[src/rtl/sbsh_pkg.sv]
package sbsh_pkg;

    localparam int unsigned WORD_W    = 32;
    localparam int unsigned NUM_CHAIN = 8;
    localparam int unsigned NUM_SCHED = 16;
    localparam int unsigned NUM_ROUND = 64;
    localparam int unsigned LEN_W     = 64;

    localparam logic [7:0] PAD_BYTE    = 8'h80;
    localparam logic [5:0] LEN_POS     = 6'd56;
    localparam logic [5:0] FILL_LAST   = 6'd63;
    localparam logic [LEN_W-1:0] BLOCK_BITS = 64'd512;

    typedef logic [WORD_W-1:0] word_t;

    localparam logic CMD_ABSORB = 1'b0;
    localparam logic CMD_FINISH = 1'b1;

    function automatic word_t rotr(input word_t x, input int unsigned n);
        rotr = (x >> n) | (x << (WORD_W - n));
    endfunction

    function automatic word_t big_sigma0(input word_t x);
        big_sigma0 = rotr(x, 2) ^ rotr(x, 13) ^ rotr(x, 22);
    endfunction

    function automatic word_t big_sigma1(input word_t x);
        big_sigma1 = rotr(x, 6) ^ rotr(x, 11) ^ rotr(x, 25);
    endfunction

    function automatic word_t small_sigma0(input word_t x);
        small_sigma0 = rotr(x, 7) ^ rotr(x, 18) ^ (x >> 3);
    endfunction

    function automatic word_t small_sigma1(input word_t x);
        small_sigma1 = rotr(x, 17) ^ rotr(x, 19) ^ (x >> 10);
    endfunction

    function automatic word_t init_hash(input logic [2:0] idx);
        case (idx)
            3'd0:    init_hash = 32'h6a09e667;
            3'd1:    init_hash = 32'hbb67ae85;
            3'd2:    init_hash = 32'h3c6ef372;
            3'd3:    init_hash = 32'ha54ff53a;
            3'd4:    init_hash = 32'h510e527f;
            3'd5:    init_hash = 32'h9b05688c;
            3'd6:    init_hash = 32'h1f83d9ab;
            default: init_hash = 32'h5be0cd19;
        endcase
    endfunction

    function automatic word_t round_const(input logic [5:0] idx);
        case (idx)
            6'd0:  round_const = 32'h428a2f98;  6'd1:  round_const = 32'h71374491;
            6'd2:  round_const = 32'hb5c0fbcf;  6'd3:  round_const = 32'he9b5dba5;
            6'd4:  round_const = 32'h3956c25b;  6'd5:  round_const = 32'h59f111f1;
            6'd6:  round_const = 32'h923f82a4;  6'd7:  round_const = 32'hab1c5ed5;
            6'd8:  round_const = 32'hd807aa98;  6'd9:  round_const = 32'h12835b01;
            6'd10: round_const = 32'h243185be;  6'd11: round_const = 32'h550c7dc3;
            6'd12: round_const = 32'h72be5d74;  6'd13: round_const = 32'h80deb1fe;
            6'd14: round_const = 32'h9bdc06a7;  6'd15: round_const = 32'hc19bf174;
            6'd16: round_const = 32'he49b69c1;  6'd17: round_const = 32'hefbe4786;
            6'd18: round_const = 32'h0fc19dc6;  6'd19: round_const = 32'h240ca1cc;
            6'd20: round_const = 32'h2de92c6f;  6'd21: round_const = 32'h4a7484aa;
            6'd22: round_const = 32'h5cb0a9dc;  6'd23: round_const = 32'h76f988da;
            6'd24: round_const = 32'h983e5152;  6'd25: round_const = 32'ha831c66d;
            6'd26: round_const = 32'hb00327c8;  6'd27: round_const = 32'hbf597fc7;
            6'd28: round_const = 32'hc6e00bf3;  6'd29: round_const = 32'hd5a79147;
            6'd30: round_const = 32'h06ca6351;  6'd31: round_const = 32'h14292967;
            6'd32: round_const = 32'h27b70a85;  6'd33: round_const = 32'h2e1b2138;
            6'd34: round_const = 32'h4d2c6dfc;  6'd35: round_const = 32'h53380d13;
            6'd36: round_const = 32'h650a7354;  6'd37: round_const = 32'h766a0abb;
            6'd38: round_const = 32'h81c2c92e;  6'd39: round_const = 32'h92722c85;
            6'd40: round_const = 32'ha2bfe8a1;  6'd41: round_const = 32'ha81a664b;
            6'd42: round_const = 32'hc24b8b70;  6'd43: round_const = 32'hc76c51a3;
            6'd44: round_const = 32'hd192e819;  6'd45: round_const = 32'hd6990624;
            6'd46: round_const = 32'hf40e3585;  6'd47: round_const = 32'h106aa070;
            6'd48: round_const = 32'h19a4c116;  6'd49: round_const = 32'h1e376c08;
            6'd50: round_const = 32'h2748774c;  6'd51: round_const = 32'h34b0bcb5;
            6'd52: round_const = 32'h391c0cb3;  6'd53: round_const = 32'h4ed8aa4a;
            6'd54: round_const = 32'h5b9cca4f;  6'd55: round_const = 32'h682e6ff3;
            6'd56: round_const = 32'h748f82ee;  6'd57: round_const = 32'h78a5636f;
            6'd58: round_const = 32'h84c87814;  6'd59: round_const = 32'h8cc70208;
            6'd60: round_const = 32'h90befffa;  6'd61: round_const = 32'ha4506ceb;
            6'd62: round_const = 32'hbef9a3f7;
            default: round_const = 32'hc67178f2;
        endcase
    endfunction

endpackage

[src/rtl/sha256_byte_stream_hasher.sv]
// Channel  Dir  Ports                                          Carries
// s_       in   s_valid s_ready s_cmd s_data_byte              one byte or a finish request
// m_       out  m_valid m_ready m_digest_word m_word_index     digest words, index 0 first
//                m_last_word
// An absorb request stores one byte; the 64th byte of a block starts a compression
// (64 rounds of the shared round unit plus one chaining add).
// A finish request pads and appends the length byte by byte,
// runs one or two compressions, then presents 8 words at one per cycle while m_ready is high.
// s_ready is low from the finish request until the eighth word is taken and
// during every compression; a stalled m_ready holds the current word.
// aresetn (synchronous) restores the initial hash, zero length and empty block.
module sha256_byte_stream_hasher
    import sbsh_pkg::*;
(
    input  logic        aclk,
    input  logic        aresetn,
    input  logic        s_valid,
    output logic        s_ready,
    input  logic        s_cmd,
    input  logic [7:0]  s_data_byte,
    output logic        m_valid,
    input  logic        m_ready,
    output logic [31:0] m_digest_word,
    output logic [2:0]  m_word_index,
    output logic        m_last_word
);

    localparam logic [2:0] ST_IDLE = 3'd0;
    localparam logic [2:0] ST_PAD  = 3'd1;
    localparam logic [2:0] ST_LEN  = 3'd2;
    localparam logic [2:0] ST_COMP = 3'd3;
    localparam logic [2:0] ST_ADD  = 3'd4;
    localparam logic [2:0] ST_OUT  = 3'd5;

    localparam logic [5:0] ROUND_LAST = 6'(NUM_ROUND - 1);

    logic [2:0]       state_reg, state_next;
    logic [2:0]       ret_reg, ret_next;
    logic [5:0]       fill_reg, fill_next;
    logic [LEN_W-1:0] bit_length_reg, bit_length_next;
    logic [LEN_W-1:0] total_reg, total_next;
    logic [5:0]       round_reg, round_next;
    logic [2:0]       out_idx_reg, out_idx_next;
    word_t            chain_reg [NUM_CHAIN];
    word_t            chain_next [NUM_CHAIN];
    word_t            v_reg [NUM_CHAIN];
    word_t            v_next [NUM_CHAIN];
    word_t            w_reg [NUM_SCHED];
    word_t            w_next [NUM_SCHED];

    logic       push_en;
    logic [7:0] push_data;
    logic       start_comp;
    word_t      t1, t2, w_new;

    assign s_ready       = (state_reg == ST_IDLE);
    assign m_valid       = (state_reg == ST_OUT);
    assign m_digest_word = chain_reg[out_idx_reg];
    assign m_word_index  = out_idx_reg;
    assign m_last_word   = (out_idx_reg == 3'd7);

    assign t1 = v_reg[7] + big_sigma1(v_reg[4])
              + ((v_reg[4] & v_reg[5]) ^ (~v_reg[4] & v_reg[6]))
              + round_const(round_reg) + w_reg[0];
    assign t2 = big_sigma0(v_reg[0])
              + ((v_reg[0] & v_reg[1]) ^ (v_reg[0] & v_reg[2]) ^ (v_reg[1] & v_reg[2]));
    assign w_new = w_reg[0] + small_sigma0(w_reg[1]) + w_reg[9] + small_sigma1(w_reg[14]);

    always_comb begin
        state_next      = state_reg;
        ret_next        = ret_reg;
        fill_next       = fill_reg;
        bit_length_next = bit_length_reg;
        total_next      = total_reg;
        round_next      = round_reg;
        out_idx_next    = out_idx_reg;
        chain_next      = chain_reg;
        v_next          = v_reg;
        w_next          = w_reg;
        push_en         = 1'b0;
        push_data       = 8'h00;
        start_comp      = 1'b0;

        unique case (state_reg)
            ST_IDLE: begin
                if (s_valid) begin
                    push_en = 1'b1;
                    if (s_cmd == CMD_ABSORB) begin
                        push_data = s_data_byte;
                        ret_next  = ST_IDLE;
                    end else begin
                        push_data  = PAD_BYTE;
                        ret_next   = ST_PAD;
                        state_next = ST_PAD;
                        total_next = bit_length_reg + {{(LEN_W-9){1'b0}}, fill_reg, 3'b000};
                    end
                    start_comp = (fill_reg == FILL_LAST);
                end
            end
            ST_PAD: begin
                if (fill_reg == LEN_POS) begin
                    state_next = ST_LEN;
                end else begin
                    push_en    = 1'b1;
                    push_data  = 8'h00;
                    start_comp = (fill_reg == FILL_LAST);
                end
            end
            ST_LEN: begin
                push_en    = 1'b1;
                push_data  = total_reg[LEN_W-1 -: 8];
                total_next = total_reg << 8;
                ret_next   = ST_OUT;
                start_comp = (fill_reg == FILL_LAST);
            end
            ST_COMP: begin
                for (int i = 0; i < NUM_SCHED - 1; i++) begin
                    w_next[i] = w_reg[i+1];
                end
                w_next[NUM_SCHED-1] = w_new;
                v_next[7] = v_reg[6];
                v_next[6] = v_reg[5];
                v_next[5] = v_reg[4];
                v_next[4] = v_reg[3] + t1;
                v_next[3] = v_reg[2];
                v_next[2] = v_reg[1];
                v_next[1] = v_reg[0];
                v_next[0] = t1 + t2;
                round_next = round_reg + 6'd1;
                if (round_reg == ROUND_LAST) begin
                    state_next = ST_ADD;
                end
            end
            ST_ADD: begin
                for (int i = 0; i < NUM_CHAIN; i++) begin
                    chain_next[i] = chain_reg[i] + v_reg[i];
                end
                bit_length_next = bit_length_reg + BLOCK_BITS;
                out_idx_next    = 3'd0;
                state_next      = ret_reg;
            end
            ST_OUT: begin
                if (m_ready) begin
                    out_idx_next = out_idx_reg + 3'd1;
                    if (out_idx_reg == 3'd7) begin
                        for (int i = 0; i < NUM_CHAIN; i++) begin
                            chain_next[i] = init_hash(3'(i));
                        end
                        bit_length_next = '0;
                        fill_next       = '0;
                        state_next      = ST_IDLE;
                    end
                end
            end
            default: state_next = ST_IDLE;
        endcase

        if (push_en) begin
            w_next[fill_reg[5:2]][{~fill_reg[1:0], 3'b000} +: 8] = push_data;
            fill_next = fill_reg + 6'd1;
        end

        if (start_comp) begin
            v_next     = chain_reg;
            round_next = '0;
            state_next = ST_COMP;
        end
    end

    always_ff @(posedge aclk) begin
        if (!aresetn) begin
            state_reg      <= ST_IDLE;
            ret_reg        <= ST_IDLE;
            fill_reg       <= '0;
            bit_length_reg <= '0;
            round_reg      <= '0;
            out_idx_reg    <= '0;
            for (int i = 0; i < NUM_CHAIN; i++) begin
                chain_reg[i] <= init_hash(3'(i));
            end
        end else begin
            state_reg      <= state_next;
            ret_reg        <= ret_next;
            fill_reg       <= fill_next;
            bit_length_reg <= bit_length_next;
            round_reg      <= round_next;
            out_idx_reg    <= out_idx_next;
            chain_reg      <= chain_next;
        end
    end

    always_ff @(posedge aclk) begin
        total_reg <= total_next;
        v_reg     <= v_next;
        w_reg     <= w_next;
    end

`ifndef SYNTHESIS
    a_no_overlap: assert property (@(posedge aclk) disable iff (!aresetn)
        m_valid |-> !s_ready)
        else $error("input taken while digest pending");

    a_round_step: assert property (@(posedge aclk) disable iff (!aresetn)
        (state_reg == ST_COMP && round_reg != ROUND_LAST)
            |=> (state_reg == ST_COMP && round_reg == $past(round_reg) + 6'd1))
        else $error("compression round sequence broken");

    a_len_pos: assert property (@(posedge aclk) disable iff (!aresetn)
        (state_reg == ST_LEN) |-> (fill_reg[5:3] == 3'b111))
        else $error("length bytes outside tail of block");

    a_clear_after: assert property (@(posedge aclk) disable iff (!aresetn)
        (m_valid && m_ready && m_last_word)
            |=> (fill_reg == '0 && bit_length_reg == '0 && s_ready))
        else $error("state not cleared after digest");
`endif

endmodule

[config.mk]
export PLATFORM = sky130hd
export DESIGN_NAME = sha256_byte_stream_hasher
export DESIGN_NICKNAME = d
export VERILOG_FILES = /design/src/rtl/sbsh_pkg.sv /design/src/rtl/sha256_byte_stream_hasher.sv
export SDC_FILE = /design/constraint.sdc
export NUM_CORES = 2
export LEC_CHECK = 0
export BUFFER_PORTS_ARGS = -buffer_cell sky130_fd_sc_hd__buf_2
export CAP_MARGIN = 30
export CORE_MARGIN = 2
export CORE_UTILIZATION = 60
export DETAILED_ROUTE_END_ITERATION = 7
export MAX_ROUTING_LAYER = met4
export PLACE_DENSITY = 0.78
export SLEW_MARGIN = 20
export SYNTH_ARGS = -nofsm -noshare
export SYNTH_HDL_FRONTEND = slang
export SYNTH_SLANG_ARGS = --single-unit
[constraint.sdc]
create_clock -name aclk -period 9.4 [get_ports aclk]
set_clock_uncertainty 0.1 [all_clocks]
set_input_delay 0.94 -clock aclk [delete_from_list [all_inputs] [get_ports aclk]]
set_output_delay 0.94 -clock aclk [all_outputs]
set_load 0.02 [all_outputs]
==> flow_metrics.py <==
metrics = {
    "global_routing": {
        "maximum_number_of_pins_on_one_net_before_global_route_repair": 228,
        "number_of_global_route_vias_before_repair": 64800,
        "antenna_found_initial": 7,
        "grt.overflow.total": 0,
        "grt_first_pass_wirelength_um": 404000,
        "grt_usage_pct": 41.4,
    },
    "route": {
        "routed_via_density": 6.34,
        "post_drt_wl_per_cell_um": 24.6,
        "dr.first_iter.drc_count": 8395,
        "routed_wl_um": 271000,
        "detail_route.first_pass.iterations": 7,
        "highest-signal-layer": "met4",
        "detail-route-antenna-nets": 0,
        "route.vias.total": 69900,
        "wl_met3_um": 28300,
        "wl_met1_um": 112000,
        "drt_drc_violations_left": 0,
        "wl_met2_um": 115000,
    },
    "synth": {
        "synth_mux_area_share_pct": 3.75,
        "synthSimpleGateAreaFrac_pct": 19.5,
        "synthTopCellsByArea": "sky130_fd_sc_hd__dfxtp_1, sky130_fd_sc_hd__edfxtp_1, sky130_fd_sc_hd__nand2_1",
        "yosys_warnings": 0,
        "synth.yosys.seq_area_share_pct": 34.9,
        "yosys.cell_count.top_type": "sky130_fd_sc_hd__nand2_1",
        "post_synth_xor_area_fraction_pct": 6.88,
        "synthArstFlopShare_pct": 0,
        "synth_top_flop_cell": "sky130_fd_sc_hd__dfxtp_1",
        "synth_cell_type_count": 97,
        "synth_top_family_by_area": "simple AND/OR/NAND/NOR gates",
        "synth_enable_flop_cells": 317,
        "synth_seq_cells": 1192,
        "synth_cells": 9511,
        "syn_nets": 10100,
        "netlist_area_um2": 77400,
        "syn_area_per_cell_um2": 8.14,
        "synth_area_leader_cell": "sky130_fd_sc_hd__dfxtp_1",
        "compound_cell_area_share_of_the_yosys_netlist_pct": 18.0,
        "synth_common_cells": "sky130_fd_sc_hd__nand2_1, sky130_fd_sc_hd__nor2_1, sky130_fd_sc_hd__dfxtp_1, sky130_fd_sc_hd__a31oi_1, sky130_fd_sc_hd__clkbuf_1",
        "synth_adder_area_share_pct": 11.5,
        "synth_top_area_share_pct": 22.6,
    },
    "setup_path": {
        "startpoint_type": "flip-flop",
        "cp_num_buf_inv": 4,
        "critical_path.max_stage_delay_ns": 0.60,
        "worst-setup-path-type": "reg2reg",
        "worst-path-max-fanout": 8,
        "delay_heaviest_family_cp": "compound AO/OA/AOI/OAI gates",
        "crit_required_ns": 9.77,
        "critPathLaunch": "v_reg[127]",
        "worst_path_max_delay_cell": "sky130_fd_sc_hd__edfxtp_1",
        "endpoint_kind": "flip-flop",
        "r2r_start": "v_reg[127]",
        "worst_ep_arrival_time_ns": 8.75,
    },
    "floorplan": {
        "die_x_um": 363,
        "rows": 131,
        "core_area_um2": 128000,
        "vert_die_dim_um": 363,
        "initial_core_util_pct": 60.5,
        "die_outline_area_um2": 132000,
        "ios": 51,
    },
    "timing": {
        "setup-violations-final": 0,
        "min_period_ns": 8.38,
        "timing.final.max_slew_violations": 0,
        "fin_tns_setup_ns": 0,
        "grt_setup_unrepaired": "no",
        "max_clock_freq_mhz": 119,
        "tightestPinTransition_ns": 1.18,
        "maxSlewHeadroom_pct": 21.1,
        "finalHoldViolations": 0,
        "final.period_utilization_pct": 89.2,
        "fin_ws_ns": 1.02,
    },
    "clocking": {
        "path_clk_slew_ns": 0.06,
        "postCtsResizedCells": 0,
        "clk_root_buffer_cell": "sky130_fd_sc_hd__clkbuf_16",
        "numCtsBuffers": 135,
        "clockBufferDepth": 3,
        "hold_buffers": 0,
        "tritoncts": "built",
        "worst_skew_pair.late_latency_ns": 0.80,
        "clock-sinks": 1192,
        "postCtsSetupRepairBufs": 0,
        "ctsHtreeMaxLevel": 4,
    },
    "place": {
        "dpl_cell_area_um2": 78700,
        "place_hpwl_um": 196000,
        "gp_congestion": 1.03,
        "io_buffers": 50,
        "preCtsSetupSlack_ns": 1.24,
    },
    "flow_run": {
        "maxCapViolations": 0,
    },
    "cells_and_area": {
        "final_nets": 9848,
        "drive_above_1_share_pct": 6.78,
        "largest_register_ffs": 512,
        "flow.area_growth_from_synthesis_pct": 7.64,
        "finalInstanceArea_um2": 83300,
    },
    "worst_hold_path": {
        "worstHoldStart": "w_reg[234]",
        "worst_hold_path_type": "reg2reg",
    },
    "outcome": {
        "run_status": "completed",
    },
}
[cell usage in the layout, fill, tap and decap left out, types with 65 or more instances in the layout]
cell type / netlist / layout
sky130_fd_sc_hd__mux2_2: 112 / 112
sky130_fd_sc_hd__o21ai_0: 392 / 390
sky130_fd_sc_hd__ha_1: 397 / 397
sky130_fd_sc_hd__xor2_1: 273 / 273
sky130_fd_sc_hd__fa_1: 195 / 195
sky130_fd_sc_hd__nor2_1: 896 / 890
sky130_fd_sc_hd__nand2b_1: 73 / 72
sky130_fd_sc_hd__a31oi_1: 540 / 540
sky130_fd_sc_hd__a22oi_1: 76 / 76
sky130_fd_sc_hd__mux4_2: 65 / 65
sky130_fd_sc_hd__a21oi_1: 457 / 456
sky130_fd_sc_hd__nor3_1: 82 / 77
sky130_fd_sc_hd__buf_4: 0 / 118
sky130_fd_sc_hd__nand2_1: 2071 / 2068
sky130_fd_sc_hd__inv_1: 529 / 529
sky130_fd_sc_hd__xnor2_1: 335 / 334
sky130_fd_sc_hd__dfxtp_1: 875 / 872
sky130_fd_sc_hd__nand3_1: 137 / 137
sky130_fd_sc_hd__clkbuf_16: 0 / 137
sky130_fd_sc_hd__nor2b_1: 132 / 132
sky130_fd_sc_hd__edfxtp_1: 317 / 317
sky130_fd_sc_hd__a21o_1: 188 / 188
sky130_fd_sc_hd__o211ai_1: 116 / 116
[kinds of logic (layout without fill, tap and decap cells)]
family,after synthesis,after routing
AND/OR/NAND/NOR,3627,3627
AO/OA/AOI/OAI,2178,2178
flip-flops,1192,1192
buffers and inverters,1116,959
XOR/XNOR,608,608
adder cells (fa/ha/maj),595,595
multiplexers,195,195
other,0,5
[worst min-delay path, cell delays in order (launching register included)]
cell                      delay, ns
sky130_fd_sc_hd__dfxtp_1       0.31
sky130_fd_sc_hd__nand2_1       0.06
sky130_fd_sc_hd__a31oi_1       0.07
[worst paths after layout]
| check | to | slack (ns) | cells after the start |
|---|---|---|---|
| setup reg to reg | v_reg[255] | 1.02 | 32 |
| setup / recovery | v_reg[255] | 1.02 | 32 |
| hold reg to reg | w_reg[266] | 0.36 | 2 |
| hold / removal | w_reg[266] | 0.36 | 2 |
[per-stage QoR]
step           util, %  cells  hold WS, ns
4_1_cts           65.1  11000        0.346
5_1_grt           65.2  11000        0.381
6_report          65.2  11000        0.356
2_1_floorplan        -   9511        0.344
3_3_place_gp      61.4  10800        0.351
3_5_place_dp      61.5  10800        0.359
[per-layer routing]
metal | vias to the layer above | GRT usage (%)
met5 | - | -
met4 | 0 | 20.8
met3 | 696 | 8.69
met2 | 3736 | 58.8
met1 | 33300 | 55.7
li1 | 32100 | -
[final cells by class]
cell class / count / area [um^2]
clock buffers: 201 / 3900
multi-input cells: 7203 / 46300
inverters: 531 / 1990
flip-flops and latches: 1192 / 27000
clock inverters: 47 / 624
fillers: 10800 / 44500
repair buffers: 180 / 1390
well taps: 1662 / 2080
diodes: 5 / 12.5
Power is left out: the tool's default activity adds up to more than one toggle a clock period on the data nets, which glitch-free logic cannot reach.
